[config.mk]
export PLATFORM = sky130hd
export DESIGN_NAME = heart_rate_peak_detector
export DESIGN_NICKNAME = d
export VERILOG_FILES = /design/src/hw/rtl/hrpd_pkg.sv /design/src/hw/rtl/heart_rate_peak_detector.sv
export SDC_FILE = /design/constraint.sdc
export NUM_CORES = 1
export LEC_CHECK = 0
export BUFFER_PORTS_ARGS = -buffer_cell sky130_fd_sc_hd__buf_2
export CAP_MARGIN = 25
export CORE_ASPECT_RATIO = 1.4
export CORE_MARGIN = 2
export CORE_UTILIZATION = 63
export DETAILED_ROUTE_END_ITERATION = 16
export PLACE_DENSITY_LB_ADDON = 0.25
export SYNTH_ARGS = -nofsm -noshare
export SYNTH_HDL_FRONTEND = slang
export SYNTH_SLANG_ARGS = --single-unit
[constraint.sdc]
create_clock -name clk_i -period 7.17 [get_ports clk_i]
set_clock_uncertainty 0.1 [all_clocks]
set_input_delay 0.717 -clock clk_i [delete_from_list [all_inputs] [get_ports clk_i]]
set_output_delay 0.717 -clock clk_i [all_outputs]
set_load 0.005 [all_outputs]
[src/hw/rtl/hrpd_pkg.sv]
// Shared constants of the heart rate peak detector.
// Field widths, register indexes, reset values and sequencer state codes.
// No dependencies.
package hrpd_pkg;

  localparam int unsigned SAMPLE_W = 12;
  localparam int unsigned GAP_W    = 16;
  localparam int unsigned TPM_W    = 20;
  localparam int unsigned BPM_W    = 10;
  localparam int unsigned TICK_W   = 32;
  localparam int unsigned PCNT_W   = 4;
  localparam int unsigned CFG_IDX_W = 3;
  localparam int unsigned CFG_DAT_W = 20;
  localparam int unsigned IN_TDATA_W  = 16;
  localparam int unsigned OUT_TDATA_W = 16;

  localparam logic [CFG_IDX_W-1:0] REG_THRESHOLD = 3'd0;
  localparam logic [CFG_IDX_W-1:0] REG_MIN_GAP   = 3'd1;
  localparam logic [CFG_IDX_W-1:0] REG_MAX_DROP  = 3'd2;
  localparam logic [CFG_IDX_W-1:0] REG_TPM       = 3'd3;
  localparam logic [CFG_IDX_W-1:0] REG_BPM_LOW   = 3'd4;
  localparam logic [CFG_IDX_W-1:0] REG_BPM_HIGH  = 3'd5;

  localparam logic [SAMPLE_W-1:0] THRESHOLD_RST = 12'd700;
  localparam logic [GAP_W-1:0]    MIN_GAP_RST   = 16'd10;
  localparam logic [SAMPLE_W-1:0] MAX_DROP_RST  = 12'd500;
  localparam logic [TPM_W-1:0]    TPM_RST       = 20'd60000;
  localparam logic [BPM_W-1:0]    BPM_LOW_RST   = 10'd50;
  localparam logic [BPM_W-1:0]    BPM_HIGH_RST  = 10'd250;

  localparam int unsigned ST_W = 2;
  localparam logic [ST_W-1:0] ST_IDLE = 2'd0;
  localparam logic [ST_W-1:0] ST_DIVP = 2'd1;
  localparam logic [ST_W-1:0] ST_DIVT = 2'd2;
  localparam logic [ST_W-1:0] ST_DONE = 2'd3;

  localparam int unsigned CNT_W = 5;
  localparam logic [CNT_W-1:0] DIVP_LAST = 5'd31;
  localparam logic [CNT_W-1:0] DIVT_LAST = 5'd19;

endpackage

[src/hw/rtl/heart_rate_peak_detector.sv]
// Heart rate peak detector top level: slope tracking, peak qualification and
// bit-serial rate division. Depends on hrpd_pkg.
//
// One result transaction per sample transaction. A sample that does not close
// a group of PEAKS_PER_AVERAGE peaks with a rate update is evaluated, then
// handed to the output register. A sample that updates the rate is evaluated,
// then runs a one-bit-per-cycle restoring divide of the tick count by
// PEAKS_PER_AVERAGE and a one-bit-per-cycle divide of ticks_per_minute by the
// period, and is then handed to the output register.
// The output register holds a result while the sink stalls; the next sample is
// taken as soon as the current one has been handed to it. Configuration writes
// are taken in any cycle and must only be issued while the block is idle.
module heart_rate_peak_detector
  import hrpd_pkg::*;
#(
  parameter int unsigned PEAKS_PER_AVERAGE = 5
) (
  input  logic                   clk_i,
  input  logic                   rst_ni,
  input  logic                   cfg_we_i,
  input  logic [CFG_IDX_W-1:0]   cfg_idx_i,
  input  logic [CFG_DAT_W-1:0]   cfg_wdata_i,
  input  logic                   s_axis_tvalid,
  output logic                   s_axis_tready,
  // [11:0] sample, [15:12] zero
  input  logic [IN_TDATA_W-1:0]  s_axis_tdata,
  output logic                   m_axis_tvalid,
  input  logic                   m_axis_tready,
  // [9:0] rate_bpm, [10] peak_seen, [11] rate_updated, [12] slope_rising,
  // [15:13] zero
  output logic [OUT_TDATA_W-1:0] m_axis_tdata
);

  localparam int unsigned PW = $clog2(PEAKS_PER_AVERAGE + 1);
  localparam logic [PW:0] PDIV = (PW+1)'(PEAKS_PER_AVERAGE);
  localparam logic [PCNT_W-1:0] PCMP = PCNT_W'(PEAKS_PER_AVERAGE);

  // configuration
  logic [SAMPLE_W-1:0] thr_q, drop_max_q;
  logic [GAP_W-1:0]    gap_min_q;
  logic [TPM_W-1:0]    tpm_q;
  logic [BPM_W-1:0]    bpm_low_q, bpm_high_q;

  always_ff @(posedge clk_i or negedge rst_ni) begin
    if (!rst_ni) begin
      thr_q      <= THRESHOLD_RST;
      gap_min_q  <= MIN_GAP_RST;
      drop_max_q <= MAX_DROP_RST;
      tpm_q      <= TPM_RST;
      bpm_low_q  <= BPM_LOW_RST;
      bpm_high_q <= BPM_HIGH_RST;
    end else if (cfg_we_i) begin
      unique case (cfg_idx_i)
        REG_THRESHOLD: thr_q      <= cfg_wdata_i[SAMPLE_W-1:0];
        REG_MIN_GAP:   gap_min_q  <= cfg_wdata_i[GAP_W-1:0];
        REG_MAX_DROP:  drop_max_q <= cfg_wdata_i[SAMPLE_W-1:0];
        REG_TPM:       tpm_q      <= cfg_wdata_i[TPM_W-1:0];
        REG_BPM_LOW:   bpm_low_q  <= cfg_wdata_i[BPM_W-1:0];
        REG_BPM_HIGH:  bpm_high_q <= cfg_wdata_i[BPM_W-1:0];
        default: ;
      endcase
    end
  end

  // detector state
  logic [ST_W-1:0]     state_q, state_d;
  logic [CNT_W-1:0]    cnt_q, cnt_d;
  logic [SAMPLE_W-1:0] prev_q, prev_d;
  logic                rise_cnt_q, rise_cnt_d;
  logic                rising_q, rising_d;
  logic [TICK_W-1:0]   tick_q, tick_d;
  logic [TICK_W-1:0]   last_pk_q, last_pk_d;
  logic [PCNT_W-1:0]   pcnt_q, pcnt_d;
  logic [BPM_W-1:0]    rate_q, rate_d;
  logic                res_pk_q, res_pk_d;
  logic                res_upd_q, res_upd_d;
  logic                out_vld_q, out_vld_d;

  // datapath registers
  logic [TICK_W-1:0]   work_q, work_d;
  logic [PW-1:0]       remp_q, remp_d;
  logic [TPM_W-1:0]    num_q, num_d;
  logic [TPM_W-1:0]    remt_q, remt_d;
  logic [OUT_TDATA_W-1:0] out_q, out_d;

  // evaluation of the incoming sample
  logic [SAMPLE_W-1:0] smp;
  logic [SAMPLE_W-1:0] drop;
  logic [TICK_W-1:0]   since_pk;
  logic [PCNT_W-1:0]   pcnt_inc;
  logic                s_fire, is_rise, is_peak, grp_done, do_upd, out_free;

  assign smp      = s_axis_tdata[SAMPLE_W-1:0];
  assign drop     = prev_q - smp;
  assign since_pk = tick_q - last_pk_q;
  assign pcnt_inc = pcnt_q + 1'b1;
  assign is_rise  = smp > prev_q;
  assign is_peak  = !is_rise && (smp < prev_q) && (drop < drop_max_q) && rising_q &&
                    (smp > thr_q) && (since_pk > {{(TICK_W-GAP_W){1'b0}}, gap_min_q});
  assign grp_done = pcnt_inc >= PCMP;
  assign do_upd   = is_peak && grp_done &&
                    (tick_q > {{(TICK_W-GAP_W){1'b0}}, gap_min_q});

  assign s_axis_tready = (state_q == ST_IDLE);
  assign s_fire        = s_axis_tvalid && s_axis_tready;
  assign out_free      = !out_vld_q || m_axis_tready;

  // divide step: tick count by the group size
  logic [PW:0] p_tmp, p_sub;
  logic        p_ge;
  assign p_tmp = {remp_q, work_q[TICK_W-1]};
  assign p_sub = p_tmp - PDIV;
  assign p_ge  = p_tmp >= PDIV;

  // divide step: ticks_per_minute by the period
  logic [TPM_W:0]    t_tmp;
  logic [TICK_W-1:0] t_ext, t_sub;
  logic              t_ge;
  logic [TPM_W-1:0]  quo;
  assign t_tmp = {remt_q, num_q[TPM_W-1]};
  assign t_ext = {{(TICK_W-TPM_W-1){1'b0}}, t_tmp};
  assign t_ge  = t_ext >= work_q;
  assign t_sub = t_ext - work_q;
  assign quo   = {num_q[TPM_W-2:0], t_ge};

  always_comb begin
    state_d    = state_q;
    cnt_d      = cnt_q;
    prev_d     = prev_q;
    rise_cnt_d = rise_cnt_q;
    rising_d   = rising_q;
    tick_d     = tick_q;
    last_pk_d  = last_pk_q;
    pcnt_d     = pcnt_q;
    rate_d     = rate_q;
    res_pk_d   = res_pk_q;
    res_upd_d  = res_upd_q;
    out_vld_d  = out_vld_q && !m_axis_tready;
    work_d     = work_q;
    remp_d     = remp_q;
    num_d      = num_q;
    remt_d     = remt_q;
    out_d      = out_q;

    unique case (state_q)
      ST_IDLE: begin
        if (s_fire) begin
          prev_d    = smp;
          res_pk_d  = is_peak;
          res_upd_d = do_upd;
          tick_d    = tick_q + 1'b1;
          state_d   = ST_DONE;
          if (is_rise) begin
            if (!rise_cnt_q) begin
              rise_cnt_d = 1'b1;
            end else begin
              rising_d = 1'b1;
            end
          end else if (is_peak) begin
            rising_d   = 1'b0;
            rise_cnt_d = 1'b0;
            pcnt_d     = grp_done ? '0 : pcnt_inc;
            last_pk_d  = tick_q;
            if (do_upd) begin
              last_pk_d = '0;
              tick_d    = TICK_W'(1);
              work_d    = tick_q;
              remp_d    = '0;
              cnt_d     = '0;
              state_d   = ST_DIVP;
            end
          end
        end
      end
      ST_DIVP: begin
        remp_d = p_ge ? p_sub[PW-1:0] : p_tmp[PW-1:0];
        work_d = {work_q[TICK_W-2:0], p_ge};
        cnt_d  = cnt_q + 1'b1;
        if (cnt_q == DIVP_LAST) begin
          cnt_d   = '0;
          num_d   = tpm_q;
          remt_d  = '0;
          state_d = ST_DIVT;
        end
      end
      ST_DIVT: begin
        remt_d = t_ge ? t_sub[TPM_W-1:0] : t_tmp[TPM_W-1:0];
        num_d  = quo;
        cnt_d  = cnt_q + 1'b1;
        if (cnt_q == DIVT_LAST) begin
          cnt_d = '0;
          if ((work_q == '0) || (quo < {{(TPM_W-BPM_W){1'b0}}, bpm_low_q}) ||
              (quo > {{(TPM_W-BPM_W){1'b0}}, bpm_high_q})) begin
            rate_d = '0;
          end else begin
            rate_d = quo[BPM_W-1:0];
          end
          state_d = ST_DONE;
        end
      end
      ST_DONE: begin
        if (out_free) begin
          out_d     = {3'b000, rising_q, res_upd_q, res_pk_q, rate_q};
          out_vld_d = 1'b1;
          state_d   = ST_IDLE;
        end
      end
      default: state_d = ST_IDLE;
    endcase
  end

  always_ff @(posedge clk_i or negedge rst_ni) begin
    if (!rst_ni) begin
      state_q    <= ST_IDLE;
      cnt_q      <= '0;
      prev_q     <= '0;
      rise_cnt_q <= 1'b0;
      rising_q   <= 1'b0;
      tick_q     <= '0;
      last_pk_q  <= '0;
      pcnt_q     <= '0;
      rate_q     <= '0;
      res_pk_q   <= 1'b0;
      res_upd_q  <= 1'b0;
      out_vld_q  <= 1'b0;
    end else begin
      state_q    <= state_d;
      cnt_q      <= cnt_d;
      prev_q     <= prev_d;
      rise_cnt_q <= rise_cnt_d;
      rising_q   <= rising_d;
      tick_q     <= tick_d;
      last_pk_q  <= last_pk_d;
      pcnt_q     <= pcnt_d;
      rate_q     <= rate_d;
      res_pk_q   <= res_pk_d;
      res_upd_q  <= res_upd_d;
      out_vld_q  <= out_vld_d;
    end
  end

  always_ff @(posedge clk_i) begin
    work_q <= work_d;
    remp_q <= remp_d;
    num_q  <= num_d;
    remt_q <= remt_d;
    out_q  <= out_d;
  end

  assign m_axis_tvalid = out_vld_q;
  assign m_axis_tdata  = out_q;

  // checks
  a_upd_implies_peak: assert property (@(posedge clk_i) disable iff (!rst_ni)
    m_axis_tvalid |-> (!m_axis_tdata[11] || m_axis_tdata[10]))
    else $error("rate update without peak");

  a_pcnt_range: assert property (@(posedge clk_i) disable iff (!rst_ni)
    pcnt_q < PCMP)
    else $error("peak count out of range");

  a_divt_cnt: assert property (@(posedge clk_i) disable iff (!rst_ni)
    (state_q == ST_DIVT) |-> (cnt_q <= DIVT_LAST))
    else $error("rate divide overran");

  a_plain_item: assert property (@(posedge clk_i) disable iff (!rst_ni)
    (s_fire && !do_upd) |=> (state_q == ST_DONE))
    else $error("plain sample did not go straight to hand-off");

  a_upd_tick_restart: assert property (@(posedge clk_i) disable iff (!rst_ni)
    (s_fire && do_upd) |=> ((tick_q == TICK_W'(1)) && (last_pk_q == '0)))
    else $error("tick count not restarted on rate update");

endmodule
==> results.cfg <==
[timing]
finalSetupViolCount = 0
max_freq_ghz = 0.164
fin_setup_tns_ns = 0
rsz0062_at_grt = false
period_minus_slack_ns = 6.10
worstMarginPinSlew_ns = 1.08
maxSlewHeadroom_pct = 27.4
period_share_pct = 85.1
hold_violations = 0
drv_slew = 0

[grt]
grt_pass1_wl_mm = 64.8
first_global_vias = 13400
antenna_found_initial = 2
grt_overflow = 0
track_usage_pct = 29.0
grt_max_degree = 86

[worst_setup_path]
required_ns = 7.32
rr_endpoint = work_q[28]
slowest_delay_ns = 0.70
worstSetupEndpoint = work_q[28]
critPathSlowestCell = or4_1
reg2reg_from = tick_q[0]
crit_chain = inv_1 > ha_1 > fa_1 > nand2b_1 > a21o_1 > a2111oi_4 > a211oi_2 > xnor2_1 > ha_1 > nand4_1 > or2_2 > or3_1 > o31ai_1 > o211ai_1 > nor4_1 > nand4_1 > or4_1 > nand3_2 > buf_4 > o22ai_2 > buf_4
cp-startpoint = tick_q[0]
reg2reg_setup_slack_ns = 1.07
cp_max_fo = 35
cp-start-kind = flip-flop
worstSetupEndpointType = flip-flop
r2r_cells = 21
path_class = flip-flop to flip-flop
worst-endpoint-arrival_ns = 6.25

[clock_tree]
numCtsBuffers = 28
path_clk_slew_ns = 0.06
cts_tree = yes
clockRootBuffer = clkbuf_16
hold_buffers = 0
clk_latency_ns = 0.55
cts_sinks = 270
clockBufferDepth = 3
cts_resized = 0
htreeDepth = 1
post-cts-setup-buffers = 0

[logic_synthesis]
yosys-top-cells-area = dfrtp_1 (23%), edfxtp_1 (16%), ha_1 (11%)
postSynth.asyncResetShare_pct = 67.4
yosys.area.top_type_share_pct = 22.8
synth_cell_type_count = 74
avgSynthCellArea_um2 = 9.55
yosys_warnings = 0
ys_seq_elements = 270
ys.flop_type = dfrtp_1
synth_edf_count = 88
yosysSeqAreaShare_pct = 43.3
synth_area_mm2 = 0.0167
syn_inst = 1748
yosys.area.top_type = dfrtp_1

[placement]
place_inst = 2081
gp_congestion = 0.943
numPortBuffers = 54
hpwl_mm = 29.1

[routing]
viasPerCell = 6.10
wl_per_cell_um = 18.6
drtIter0Drc = 712
vias = 13000
drcViolationCount = 0
drtAntennaViolNets = 0
routed_wl_mm = 39.7
first_pass_iters = 5

[die]
dieWidth_um = 142
die_area_mm2 = 0.0278
io-pin-count = 62
core_mm2 = 0.0261
die_h_um = 197
start_util_pct = 64.0
rows = 70

[layout]
area.growth.synth_to_final_pct = 9.32
fin_cells = 2136
nets = 1985
nFillCells = 1976
drive_gt1_share_pct = 14.1

[pwr]
total_leakage_power_nw = 8.41
p_per_area_mw_per_mm2 = 342
peakVddDrop_v = 0.000214

[worst_hold_path]
hold_class = input port to asynchronous set/reset pin

[flow_run]
drv_cap = 0

[run_status]
outcome = finished clean
[synth_stat cells (all sizes together) (30+ instances only)]
library cell	instances
nand4	31
a21o	46
xnor2	36
edfxtp	88
ha	150
a21oi	101
mux2	82
dfstp	30
nor2	93
nand2	230
o21ai	147
clkbuf	52
nand3	37
xor2	34
dfrtp	152
inv	157
[layer usage]
metal / up-vias / share of wire (%) / GRT usage (%)
li1: 6248 / - / -
met1: 6309 / 40 / 34.0
met2: 342 / 51 / 52.8
met3: 124 / 3.8 / 2.87
met4: 0 / 4.8 / 14.3
met5: - / 0 / 0
[through the flow]
| stage | hold WS (ns) | setup WS [ns] | total power (W) | util [%] | area, um2 |
|---|---|---|---|---|---|
| after global routing | 0.192 | 0.697 | 0.00667 | 69.9 | 18300 |
| after global placement | 0.332 | 1.23 | 0.00463 | 66.2 | 17300 |
| after floorplan | 0.321 | 0.814 | 0.00413 | - | 16700 |
| after detailed placement | 0.332 | 1.13 | 0.00475 | 66.3 | 17300 |
| final | 0.130 | 1.07 | 0.00624 | 69.9 | 18300 |
| after CTS | 0.161 | 1.10 | 0.00625 | 69.9 | 18200 |
[area by class of cell]
type                    instances  area, um2  share of cell area, %
repair buffers                 74        438                   2.40
diodes                          2       5.00                 0.0274
well taps                     324        405                   2.22
clock buffers                  43        860                   4.71
inverters                     157        589                   3.23
multi-input cells            1257       8650                   47.4
flip-flops and latches        270       7230                   39.6
clock inverters                 9       75.1                  0.411
[state kept, by name (all words and copies together) (netlist names), 2 cells and up]
name / flops
work_q: 32
thr_q: 12
pcnt_q: 4
rate_q: 10
bpm_high_q: 10
cnt_q: 5
remp_q: 3
state_q: 2
tick_q: 32
drop_max_q: 12
remt_q: 20
gap_min_q: 16
tpm_q: 20
last_pk_q: 32
m_axis_tdata: 13
num_q: 20
bpm_low_q: 10
prev_q: 12
[critical path, delay by kind of cell, from the launching register on]
kind	cells	cell delay [ns]
AO/OA/AOI/OAI	6	1.18
XOR/XNOR	1	0.16
adder cells (fa/ha/maj)	3	0.94
buffers and inverters	3	0.68
flip-flops	1	0.46
AND/OR/NAND/NOR	8	2.25
[layout by cell type (no fill, tap or decap), types with 10 or more instances in the layout]
cell type	Yosys	final
a21o_1	46	46
a21oi_1	101	101
a22o_1	11	11
and3_1	10	10
buf_2	10	53
buf_4	3	18
clkbuf_16	0	30
dfrtp_1	152	152
dfstp_2	30	30
edfxtp_1	88	88
ha_1	150	150
inv_1	157	157
mux2_2	82	82
nand2_1	230	230
nand2b_1	18	18
nand3_1	37	36
nand4_1	31	31
nor2_1	93	93
nor2b_1	24	24
nor3_1	28	27
nor4_1	17	17
o21a_1	11	11
o21ai_0	145	144
xnor2_1	36	36
xor2_1	34	34
[kinds of logic after synthesis]
group,Yosys count,share of synthesized area [%]
buffers and inverters,223,5.21
muxes,88,5.89
adders and majority gates,153,11.6
AOI/OAI and AO/OA,407,15.2
xor gates and xnor gates,70,3.67
and+or+nand+nor,536,15.1
other,1,0.0225
DFF,270,43.3
[worst min path at each step]
| stage | endpoint | slack [ns] | depth (start not counted) |
|---|---|---|---|
| 2_1_floorplan | bpm_high_q[0] | 0.32 | 0 |
| 4_1_cts | prev_q[0] | 0.16 | 1 |
| 3_3_place_gp | m_axis_tdata[10] | 0.33 | 0 |
| 5_1_grt | rate_q[5] | 0.19 | 1 |
| 6_report | rate_q[5] | 0.13 | 1 |
| 3_5_place_dp | m_axis_tdata[4] | 0.33 | 0 |
[power breakdown]
part / leakage [nW] / internal, W / total [W] / switching [W]
clock network: 0.467 / 0.000860 / 0.00146 / 0.000604
registers: 3.14 / 0.00207 / 0.00232 / 0.000242
logic: 4.81 / 0.00108 / 0.00246 / 0.00139
total: 8.41 / 0.00401 / 0.00624 / 0.00223
(Power assumes the default switching activity.)
